--- src/hdl/rhc_pkg.sv ---
// Shared types and constants for the RGB to HSV converter.
package rhc_pkg;

  localparam int CH_W      = 8;   // one color channel
  localparam int HUE_W     = 16;
  localparam int SAT_W     = 16;
  localparam int QUO_W     = 16;  // quotient bits of both dividers
  localparam int SAT_NUM_W = 24;  // delta * 65535 < 2**24
  localparam int HUE_NUM_W = 20;  // 3840 * 255 < 2**20
  localparam int HUE_MAG_W = 13;  // rounded sector offset, at most 3840

  localparam logic signed [HUE_W-1:0] HUE_BASE_RED   = 16'sd0;
  localparam logic signed [HUE_W-1:0] HUE_BASE_GREEN = 16'sd7680;
  localparam logic signed [HUE_W-1:0] HUE_BASE_BLUE  = 16'sd15360;
  localparam logic signed [HUE_W-1:0] HUE_FULL       = 16'sd23040;
  localparam logic signed [HUE_W-1:0] HUE_NONE       = -16'sd1;

  typedef enum logic [1:0] {
    SEC_RED,
    SEC_GREEN,
    SEC_BLUE
  } rhc_sector_t;

  typedef struct packed {
    rhc_sector_t sector;  // which channel is the largest
    logic        neg;     // sector difference is negative
    logic        none;    // grey or black, hue undefined
  } rhc_tag_t;

  typedef struct packed {
    rhc_tag_t                tag;
    logic [CH_W-1:0]         brightness;
    logic [SAT_NUM_W-1:0]    sat_num;
    logic [CH_W-1:0]         sat_den;
    logic [HUE_NUM_W-1:0]    hue_num;
    logic [CH_W-1:0]         hue_den;
  } rhc_front_t;

endpackage

--- src/hdl/rhc_if.sv ---
// Valid/ready channel interfaces for pixels in and HSV words out.
interface rhc_pix_if;
  logic                      valid;
  logic                      ready;
  logic [rhc_pkg::CH_W-1:0]  red;
  logic [rhc_pkg::CH_W-1:0]  green;
  logic [rhc_pkg::CH_W-1:0]  blue;

  modport source (output valid, output red, output green, output blue, input ready);
  modport sink   (input valid, input red, input green, input blue, output ready);
endinterface

interface rhc_hsv_if;
  logic                              valid;
  logic                              ready;
  logic signed [rhc_pkg::HUE_W-1:0]  hue;
  logic [rhc_pkg::SAT_W-1:0]         saturation;
  logic [rhc_pkg::CH_W-1:0]          brightness;

  modport source (output valid, output hue, output saturation, output brightness,
                  input ready);
  modport sink   (input valid, input hue, input saturation, input brightness,
                  output ready);
endinterface

--- src/hdl/rhc_front.sv ---
// Front end: channel max/min, sector choice and division operands, two stages.
module rhc_front (
  input  logic                        clk,
  input  logic                        rst,
  input  logic                        en,
  input  logic                        in_valid,
  input  logic [rhc_pkg::CH_W-1:0]    red,
  input  logic [rhc_pkg::CH_W-1:0]    green,
  input  logic [rhc_pkg::CH_W-1:0]    blue,
  output logic                        out_valid,
  output rhc_pkg::rhc_front_t         out_data
);

  logic [rhc_pkg::CH_W-1:0] mx_c, mn_c, da_c, db_c;
  rhc_pkg::rhc_sector_t     sec_c;

  logic                     a_valid;
  logic [rhc_pkg::CH_W-1:0] a_max, a_delta, a_mag;
  rhc_pkg::rhc_tag_t        a_tag;

  always_comb begin
    mx_c = red;
    mn_c = red;
    if (green > mx_c) mx_c = green;
    if (blue > mx_c) mx_c = blue;
    if (green < mn_c) mn_c = green;
    if (blue < mn_c) mn_c = blue;
    // Ties go to red, then green.
    priority if (red >= green && red >= blue) begin
      sec_c = rhc_pkg::SEC_RED;
      da_c  = green;
      db_c  = blue;
    end else if (green >= blue) begin
      sec_c = rhc_pkg::SEC_GREEN;
      da_c  = blue;
      db_c  = red;
    end else begin
      sec_c = rhc_pkg::SEC_BLUE;
      da_c  = red;
      db_c  = green;
    end
  end

  always_ff @(posedge clk) begin
    if (rst) begin
      a_valid   <= 1'b0;
      out_valid <= 1'b0;
    end else if (en) begin
      a_valid   <= in_valid;
      out_valid <= a_valid;
    end
    if (en) begin
      a_max      <= mx_c;
      a_delta    <= mx_c - mn_c;
      a_tag.sector <= sec_c;
      a_tag.neg  <= da_c < db_c;
      a_tag.none <= mx_c == mn_c;
      a_mag      <= (da_c < db_c) ? db_c - da_c : da_c - db_c;
      // delta * 65535 and magnitude * 3840 by shift and subtract.
      out_data.tag        <= a_tag;
      out_data.brightness <= a_max;
      out_data.sat_num    <= {a_delta, 16'h0000} - {16'h0000, a_delta};
      out_data.sat_den    <= a_max;
      out_data.hue_num    <= {a_mag, 12'h000} - {4'h0, a_mag, 8'h00};
      out_data.hue_den    <= a_delta;
    end
  end

  assert property (@(posedge clk) disable iff (rst)
                   (en && a_valid && !a_tag.none) |=> (out_data.sat_num != '0))
    else $error("nonzero delta gave a zero saturation numerator");

endmodule

--- src/hdl/rhc_div.sv ---
// Pipelined restoring divider, one quotient bit per stage, with sideband.
module rhc_div #(
  parameter int NW = 24,  // numerator width
  parameter int QW = 16,  // quotient width, numerator < den * 2**QW
  parameter int DW = 8,   // divisor width
  parameter int SW = 8    // sideband width
) (
  input  logic          clk,
  input  logic          rst,
  input  logic          en,
  input  logic          in_valid,
  input  logic [NW-1:0] num,
  input  logic [DW-1:0] den,
  input  logic [SW-1:0] side_in,
  output logic          out_valid,
  output logic [QW-1:0] quo,
  output logic [NW-1:0] rem,
  output logic [SW-1:0] side_out
);

  localparam int CW = (NW > DW + QW) ? NW : DW + QW;

  logic          vld [QW+1];
  logic [NW-1:0] r   [QW+1];
  logic [DW-1:0] d   [QW+1];
  logic [QW-1:0] q   [QW+1];
  logic [SW-1:0] sb  [QW+1];

  assign vld[0] = in_valid;
  assign r[0]   = num;
  assign d[0]   = den;
  assign q[0]   = '0;
  assign sb[0]  = side_in;

  for (genvar s = 0; s < QW; s++) begin : g_step
    localparam int B = QW - 1 - s;
    logic [CW-1:0] r_ext, trial, diff;
    logic          ge;
    logic [QW-1:0] q_set;

    always_comb begin
      r_ext    = CW'(r[s]);
      trial    = CW'(d[s]) << B;
      ge       = r_ext >= trial;
      diff     = r_ext - trial;
      q_set    = q[s];
      q_set[B] = ge;
    end

    always_ff @(posedge clk) begin
      if (rst) begin
        vld[s+1] <= 1'b0;
      end else if (en) begin
        vld[s+1] <= vld[s];
      end
      if (en) begin
        r[s+1]  <= ge ? diff[NW-1:0] : r[s];
        d[s+1]  <= d[s];
        q[s+1]  <= q_set;
        sb[s+1] <= sb[s];
      end
    end
  end

  assign out_valid = vld[QW];
  assign quo       = q[QW];
  assign rem       = r[QW];
  assign side_out  = sb[QW];

  assert property (@(posedge clk) disable iff (rst)
                   (vld[QW] && d[QW] != '0) |-> (CW'(r[QW]) < CW'(d[QW])))
    else $error("divider remainder not below divisor");

endmodule

--- src/hdl/rhc_back.sv ---
// Back end: hue rounding, sector base, wrap and the grey special case.
module rhc_back (
  input  logic                               clk,
  input  logic                               rst,
  input  logic                               en,
  input  logic                               in_valid,
  input  logic [rhc_pkg::QUO_W-1:0]          hue_quo,
  input  logic [rhc_pkg::HUE_NUM_W-1:0]      hue_rem,
  input  rhc_pkg::rhc_tag_t                  tag,
  input  logic [rhc_pkg::QUO_W-1:0]          sat_quo,
  input  logic [rhc_pkg::CH_W-1:0]           brightness_in,
  output logic                               out_valid,
  output logic signed [rhc_pkg::HUE_W-1:0]   hue,
  output logic [rhc_pkg::SAT_W-1:0]          saturation,
  output logic [rhc_pkg::CH_W-1:0]           brightness
);

  logic [rhc_pkg::HUE_MAG_W-1:0]      mag_c;
  logic signed [rhc_pkg::HUE_W-1:0]   base_c, raw_c;

  logic                               b_valid, b_none;
  logic signed [rhc_pkg::HUE_W-1:0]   b_raw;
  logic [rhc_pkg::SAT_W-1:0]          b_sat;
  logic [rhc_pkg::CH_W-1:0]           b_bright;

  always_comb begin
    // A negative difference rounds toward minus infinity: bump the magnitude.
    mag_c = {1'b0, hue_quo[rhc_pkg::HUE_MAG_W-2:0]}
          + rhc_pkg::HUE_MAG_W'(tag.neg && hue_rem != '0);
    unique case (tag.sector)
      rhc_pkg::SEC_RED:   base_c = rhc_pkg::HUE_BASE_RED;
      rhc_pkg::SEC_GREEN: base_c = rhc_pkg::HUE_BASE_GREEN;
      rhc_pkg::SEC_BLUE:  base_c = rhc_pkg::HUE_BASE_BLUE;
      default:            base_c = rhc_pkg::HUE_BASE_RED;
    endcase
    raw_c = tag.neg ? base_c - signed'(rhc_pkg::HUE_W'(mag_c))
                    : base_c + signed'(rhc_pkg::HUE_W'(mag_c));
  end

  always_ff @(posedge clk) begin
    if (rst) begin
      b_valid   <= 1'b0;
      out_valid <= 1'b0;
    end else if (en) begin
      b_valid   <= in_valid;
      out_valid <= b_valid;
    end
    if (en) begin
      b_raw      <= raw_c;
      b_none     <= tag.none;
      b_sat      <= sat_quo;
      b_bright   <= brightness_in;
      brightness <= b_bright;
      saturation <= b_none ? '0 : b_sat;
      if (b_none) begin
        hue <= rhc_pkg::HUE_NONE;
      end else if (b_raw < 0) begin
        hue <= b_raw + rhc_pkg::HUE_FULL;
      end else begin
        hue <= b_raw;
      end
    end
  end

  assert property (@(posedge clk) disable iff (rst)
                   (in_valid && !tag.none) |->
                   (hue_quo[rhc_pkg::QUO_W-1:rhc_pkg::HUE_MAG_W-1] == '0))
    else $error("hue quotient exceeds one sector");

  assert property (@(posedge clk) disable iff (rst)
                   (out_valid && hue != rhc_pkg::HUE_NONE) |->
                   (hue >= 0 && hue < rhc_pkg::HUE_FULL))
    else $error("hue outside the circle");

endmodule

--- src/hdl/rgb_to_hsv_converter_unit.sv ---
// Top level of the pipelined RGB to HSV converter.
//
//  channel | dir | word fields                          | handshake
//  pix     | in  | red, green, blue (8 bits each)       | valid/ready
//  hsv     | out | hue (s16), saturation (16), bright(8)| valid/ready
//
// One pixel enters per clock while the output is not stalled; the stages
// are two front stages, sixteen divider stages (one quotient bit each, hue
// and saturation side by side), and two back stages, the last of which is
// the output register. The divider pipelines hold one pixel per stage.
// Reset clears only the stage valid bits; data registers are not reset.
// A stalled output freezes the whole pipeline with one shared enable, so
// no word is lost or repeated; ready to the source is low only while the
// output register holds a word that the sink has not taken.
module rgb_to_hsv_converter_unit (
  input  logic            clk,
  input  logic            rst,
  rhc_pix_if.sink         pix,
  rhc_hsv_if.source       hsv
);

  // Advance everything unless the output register is full and stalled.
  logic en;
  assign en        = !hsv.valid || hsv.ready;
  assign pix.ready = en;

  logic                 f_valid;
  rhc_pkg::rhc_front_t  f_data;

  rhc_front u_front (
    .clk      (clk),
    .rst      (rst),
    .en       (en),
    .in_valid (pix.valid),
    .red      (pix.red),
    .green    (pix.green),
    .blue     (pix.blue),
    .out_valid(f_valid),
    .out_data (f_data)
  );

  // Saturation: floor(delta * 65535 / max); the brightness rides along.
  logic                          s_valid;
  logic [rhc_pkg::QUO_W-1:0]     s_quo;
  logic [rhc_pkg::SAT_NUM_W-1:0] s_rem;
  logic [rhc_pkg::CH_W-1:0]      s_bright;

  rhc_div #(
    .NW(rhc_pkg::SAT_NUM_W),
    .QW(rhc_pkg::QUO_W),
    .DW(rhc_pkg::CH_W),
    .SW(rhc_pkg::CH_W)
  ) u_sat_div (
    .clk      (clk),
    .rst      (rst),
    .en       (en),
    .in_valid (f_valid),
    .num      (f_data.sat_num),
    .den      (f_data.sat_den),
    .side_in  (f_data.brightness),
    .out_valid(s_valid),
    .quo      (s_quo),
    .rem      (s_rem),
    .side_out (s_bright)
  );

  // Hue offset inside the sector: 3840 * |diff| / delta, remainder kept
  // so the back end can round negative differences down.
  logic                          h_valid;
  logic [rhc_pkg::QUO_W-1:0]     h_quo;
  logic [rhc_pkg::HUE_NUM_W-1:0] h_rem;
  logic [$bits(rhc_pkg::rhc_tag_t)-1:0] h_side;
  rhc_pkg::rhc_tag_t             h_tag;

  rhc_div #(
    .NW(rhc_pkg::HUE_NUM_W),
    .QW(rhc_pkg::QUO_W),
    .DW(rhc_pkg::CH_W),
    .SW($bits(rhc_pkg::rhc_tag_t))
  ) u_hue_div (
    .clk      (clk),
    .rst      (rst),
    .en       (en),
    .in_valid (f_valid),
    .num      (f_data.hue_num),
    .den      (f_data.hue_den),
    .side_in  (f_data.tag),
    .out_valid(h_valid),
    .quo      (h_quo),
    .rem      (h_rem),
    .side_out (h_side)
  );

  assign h_tag = rhc_pkg::rhc_tag_t'(h_side);

  rhc_back u_back (
    .clk          (clk),
    .rst          (rst),
    .en           (en),
    .in_valid     (h_valid && s_valid),
    .hue_quo      (h_quo),
    .hue_rem      (h_rem),
    .tag          (h_tag),
    .sat_quo      (s_quo),
    .brightness_in(s_bright),
    .out_valid    (hsv.valid),
    .hue          (hsv.hue),
    .saturation   (hsv.saturation),
    .brightness   (hsv.brightness)
  );

  // Both dividers see the same valid stream, so they must stay in step.
  assert property (@(posedge clk) disable iff (rst) h_valid == s_valid)
    else $error("hue and saturation dividers out of step");

  // A colored pixel always has saturation of at least 257, so zero
  // saturation only appears together with the undefined hue.
  assert property (@(posedge clk) disable iff (rst)
                   (hsv.valid && hsv.saturation == '0) |->
                   (hsv.hue == rhc_pkg::HUE_NONE))
    else $error("zero saturation with a defined hue");

  // A black pixel has no hue and zero saturation.
  assert property (@(posedge clk) disable iff (rst)
                   (hsv.valid && hsv.brightness == '0) |->
                   (hsv.hue == rhc_pkg::HUE_NONE && hsv.saturation == '0))
    else $error("black pixel with hue or saturation");

  // The saturation remainder is only inspected by the divider checks.
  assert property (@(posedge clk) disable iff (rst)
                   (s_valid && s_bright != '0) |->
                   (s_rem < rhc_pkg::SAT_NUM_W'(s_bright)))
    else $error("saturation remainder not below brightness");

endmodule
--- src/flat_wrapper.sv ---
// flat-port wrapper written by rule: the top's interface ports become plain ports
module rgb_to_hsv_converter_unit_flat 
  (clk, rst, pix_valid, pix_red, pix_green, pix_blue, pix_ready, hsv_valid, hsv_hue, hsv_saturation, hsv_brightness, hsv_ready);
  rhc_pix_if pix_i ();
  rhc_hsv_if hsv_i ();
  input  logic clk;
  input  logic rst;
  input wire logic [$bits(pix_i.valid)-1:0] pix_valid;
  input wire logic [$bits(pix_i.red)-1:0] pix_red;
  input wire logic [$bits(pix_i.green)-1:0] pix_green;
  input wire logic [$bits(pix_i.blue)-1:0] pix_blue;
  output wire logic [$bits(pix_i.ready)-1:0] pix_ready;
  output wire logic [$bits(hsv_i.valid)-1:0] hsv_valid;
  output wire logic [$bits(hsv_i.hue)-1:0] hsv_hue;
  output wire logic [$bits(hsv_i.saturation)-1:0] hsv_saturation;
  output wire logic [$bits(hsv_i.brightness)-1:0] hsv_brightness;
  input wire logic [$bits(hsv_i.ready)-1:0] hsv_ready;
  assign pix_i.valid = pix_valid;
  assign pix_i.red = pix_red;
  assign pix_i.green = pix_green;
  assign pix_i.blue = pix_blue;
  assign pix_ready = pix_i.ready;
  assign hsv_valid = hsv_i.valid;
  assign hsv_hue = hsv_i.hue;
  assign hsv_saturation = hsv_i.saturation;
  assign hsv_brightness = hsv_i.brightness;
  assign hsv_i.ready = hsv_ready;
  rgb_to_hsv_converter_unit u_core (.clk(clk), .rst(rst), .pix(pix_i), .hsv(hsv_i));
endmodule
--- config.mk ---
export PLATFORM = sky130hd
export DESIGN_NAME = rgb_to_hsv_converter_unit_flat
export DESIGN_NICKNAME = d
export VERILOG_FILES = /design/src/hdl/rhc_pkg.sv /design/src/hdl/rhc_if.sv /design/src/hdl/rhc_front.sv /design/src/hdl/rhc_div.sv /design/src/hdl/rhc_back.sv /design/src/hdl/rgb_to_hsv_converter_unit.sv /design/src/flat_wrapper.sv
export SDC_FILE = /design/constraint.sdc
export NUM_CORES = 2
export LEC_CHECK = 0
export ABC_AREA = 1
export BUFFER_PORTS_ARGS = -buffer_cell sky130_fd_sc_hd__buf_2
export CORE_MARGIN = 2
export CORE_UTILIZATION = 56
export DETAILED_ROUTE_END_ITERATION = 8
export PLACE_DENSITY = 0.8
export REMOVE_ABC_BUFFERS = 1
export SKIP_CTS_REPAIR_TIMING = 1
export SYNTH_ARGS = -nofsm -noshare
export SYNTH_HDL_FRONTEND = slang
export SYNTH_SLANG_ARGS = --single-unit
--- constraint.sdc ---
create_clock -name clk -period 65.7 [get_ports clk]
set_input_delay 13.14 -clock clk [delete_from_list [all_inputs] [get_ports clk]]
set_output_delay 13.14 -clock clk [all_outputs]
set_load 0.005 [all_outputs]
==> metrics.md <==
| Metric | Value |
|---|---|
| Die X | `~330 um` |
| Fin crit period | `about 27 ns` |
| Post-synth top area cell | `edfxtp_1` |
| Core area | `~110000 um^2` |
| Max Freq | `36.57 MHz` |
| Starting Density | `0.5665` |
| Remaining DRCs | `0` |
| Hold crit path type | `reg2reg` |
| Post-synth top area share | `0.6216` |
| Slew Limit Headroom | `0.2606` |
| Pins Over Slew Limit | `0` |
| Setup TNS | `0 ns` |
| Final number of setup-violating endpoints | `0` |
| Setup WS pre-CTS | `about 38 ns` |
| Crit-path slowest cell | `inv_8` |
| Crit path cell chain | `buf_2 > nor2_1 > buf_4 > inv_8 > buf_2` |
| CTS root buffer | `clkbuf_16` |
| Detailed Route Iter0 Violations | `2103` |
| Max Cap Viol | `0` |
| CP Launch Type | `input pin` |
| Syn. warnings | `0` |
| Ys async rst share | `0` |
| Top post-synthesis cells by area | `edfxtp_1 62%, ha_1 6.9%, nand2_1 4.7%` |
| Layout Skew | `roughly 0.022 ns` |
| Post-synth EDFFs | `1259` |
| Nature of the critical path endpoint | `output port` |
| N_diodes | `0` |
| Clock Sinks | `1279` |
| Syn Area/Cell | `between 10 and 15 um^2` |
| Setup ws final | `about 38 ns` |
| Static leakage | `27.49 nW` |
| Sequential power share | `0.428` |
| Nets | `between 5000 and 6000` |
| Antenna Nets Post-Route | `0` |
| RSZ-0062 raised after global routing | `no` |
| Seq/Total Area, Yosys | `0.6282` |
| GP Congestion | `between 0.8 and 0.9` |
| P&R area growth vs syn | `10.31%` |
| Overflow after GRT | `0` |
| Die area | `roughly 110000 um^2` |
| Gr usage total | `0.1761` |
| Combinational power share | `0.371` |
| TritonCTS clock tree | `yes` |
| FF+latch count, synth | `between 1000 and 1500` |
| Power share of the clock group | `0.201` |
| Max IR drop VDD | `0.00002997 V` |
| Critical Path Max Stage Delay | `roughly 0.47 ns` |
| I/O Buffers | `slightly below 70` |
| DR WL/cell | `~14 um` |
| P_sw | `about 1.3 mW` |
| Largest net degree at the start of global routing | `around 230` |
| Period Utilization, post-route | `0.4163` |
| Fin util | `0.6249` |
| First-pass DRT Iterations | `8` |
| Final hold vios | `0` |
| Library cells used by synthesis | `68` |
| Top post-synthesis cells by count | `1259 x edfxtp_1, 761 x nand2_1, 737 x inv_1, 506 x nor2_1, 333 x ha_1` |
| Post-Synthesis Cell Area | `between 60000 and 70000 um^2` |
| Placement-stage cell area | `about 63000 um^2` |
| Final instance area | `between 60000 and 70000 um^2` |
| Rows | `120` |
| Worst-Margin Slew | `1.109 ns` |
| CTS Buffer Depth | `3` |
| Arr. time, crit path | `14.21 ns` |
| H-tree depth | `4` |
| Most frequent CP cell | `buf_2` |
| Dominant synthesized flop cell | `edfxtp_1` |
| Num CTS Buffers | `130` |
| Vias after detailed routing | `approximately 37000` |
| WL final | `between 90 and 100 mm` |
| Status | `complete, no violations` |
| Sw Ratio | `0.3535` |
| Most frequent cell after synthesis | `edfxtp_1` |
| Worst Path Required | `roughly 53 ns` |
| Critical path class | `in2out` |
| Worst-skew pair later-pin latency | `around 0.73 ns` |
| Power per Cell Area | `54.33 nW/um^2` |
| First-pass GRT wire length | `approximately 160 mm` |
| Layout cell share with drive strength beyond 1 | `0.06725` |
| CTS clk-pin slew, worst paths | `~0.060 ns` |
| Via density | `~5.3` |
| Io pins | `70` |
| HPWL after DPL | `68.64 mm` |
| Initial antenna violation count | `3` |
| Internal | `2.357 mW` |
| Synth Instances | `~5300` |
| Number of global-route vias before repair | `about 37000` |
| Die extent in y | `around 330 um` |
| CP Max Fanout | `~110` |
## routing by layer
metal / wire, um / track usage / vias up / part of all wire
met2: 53680 / 0.3474 / 763 / 0.55
li1: - / - / 18590 / -
met3: 3479 / 0.03058 / 286 / 0.036
met5: 27 / 0 / - / 0.00028
met4: 4227 / 0.08867 / 4 / 0.043
met1: 36550 / 0.1741 / 17210 / 0.37
## power groups by stage
stage	registers [mW]	logic, mW	clock network, mW
floorplan	1.51	1.07	0
global placement	1.56	1.26	0
detailed placement	1.57	1.33	0
CTS	1.56	1.35	0.745
global route	1.60	1.54	0.780
finish	1.56	1.35	0.731
## final cells by class
type / count / area [um^2]
repair buffers: 81 / 485.5
clock buffers: 145 / 3373
flip-flops and latches: 1279 / 38210
clock inverters: 88 / 903.4
multi-input cells: 3191 / 19550
fillers: 7609 / 40260
well taps: 1403 / 1755
inverters: 748 / 2815
## sequential cells by signal (all words and copies together) (netlist names), 20 cells and up
name / cells
u_core.u_sat_div.g_step.q_set: 120
u_core.u_front.out_data: 54
u_core.u_sat_div.sb: 88
u_core.u_hue_div.g_step.q_set: 66
u_core.u_hue_div.d: 120
u_core.u_sat_div.g_step.r_ext: 342
u_core.u_hue_div.sb: 60
u_core.u_hue_div.g_step.r_ext: 208
u_core.u_hue_div.rem: 20
u_core.u_sat_div.d: 32
## worst max-delay path, delay by kind of cell
kind	cells	cell delay [ns]
buffers and inverters	4	0.99
and+or+nand+nor	1	0.04
## final timing paths
check	startpoint	to	slack, ns	cells past startpoint
hold reg to reg	u_core.u_hue_div.sb[34]$_DFFE_PP_	u_core.u_hue_div.sb[30]$_DFFE_PP_	0.41	0
setup reg to reg	u_core.u_back.out_valid$_SDFFE_PP0P_	u_core.u_hue_div.d[119]$_DFFE_PP_	60.80	8
hold / removal	u_core.u_hue_div.sb[34]$_DFFE_PP_	u_core.u_hue_div.sb[30]$_DFFE_PP_	0.41	0
setup / recovery	hsv_ready	pix_ready	38.35	5
## logic make-up after synthesis
kind of cell,count (synthesis),share of synthesized area
flops,1279,0.6282
simple gates,1701,0.1204
compound gates,775,0.07081
mux,3,0.0005143
fa+ha+maj,368,0.08003
buf+inv,804,0.05045
xor+xnor,344,0.04954
## cell usage in the layout, fill, tap and decap left out, drive strengths merged, types with 16 or more instances in the layout
master and count:
a21oi 316, or2 29, nor4 60, xnor2 130, o221ai 17, nand2 773
nor3 82, clkbuf 145, nand3 127, o21ai 330, edfxtp 1259, inv 759
dfxtp 20, nand3b 19, nand4 70, nor2 527, o21bai 16, buf 81
clkinv 54, ha 333, fa 35, xor2 214
## metrics by stage
stage	cells	total power, mW	hold slack, ns
5_1_grt	6935	3.924	0.4044
3_5_place_dp	6702	2.903	0.4045
3_3_place_gp	6702	2.819	0.4003
6_report	6935	3.645	0.4056
4_1_cts	6935	3.654	0.4027
2_1_floorplan	5218	2.580	0.4003
Note: power is estimated with default switching activity, not from simulation.
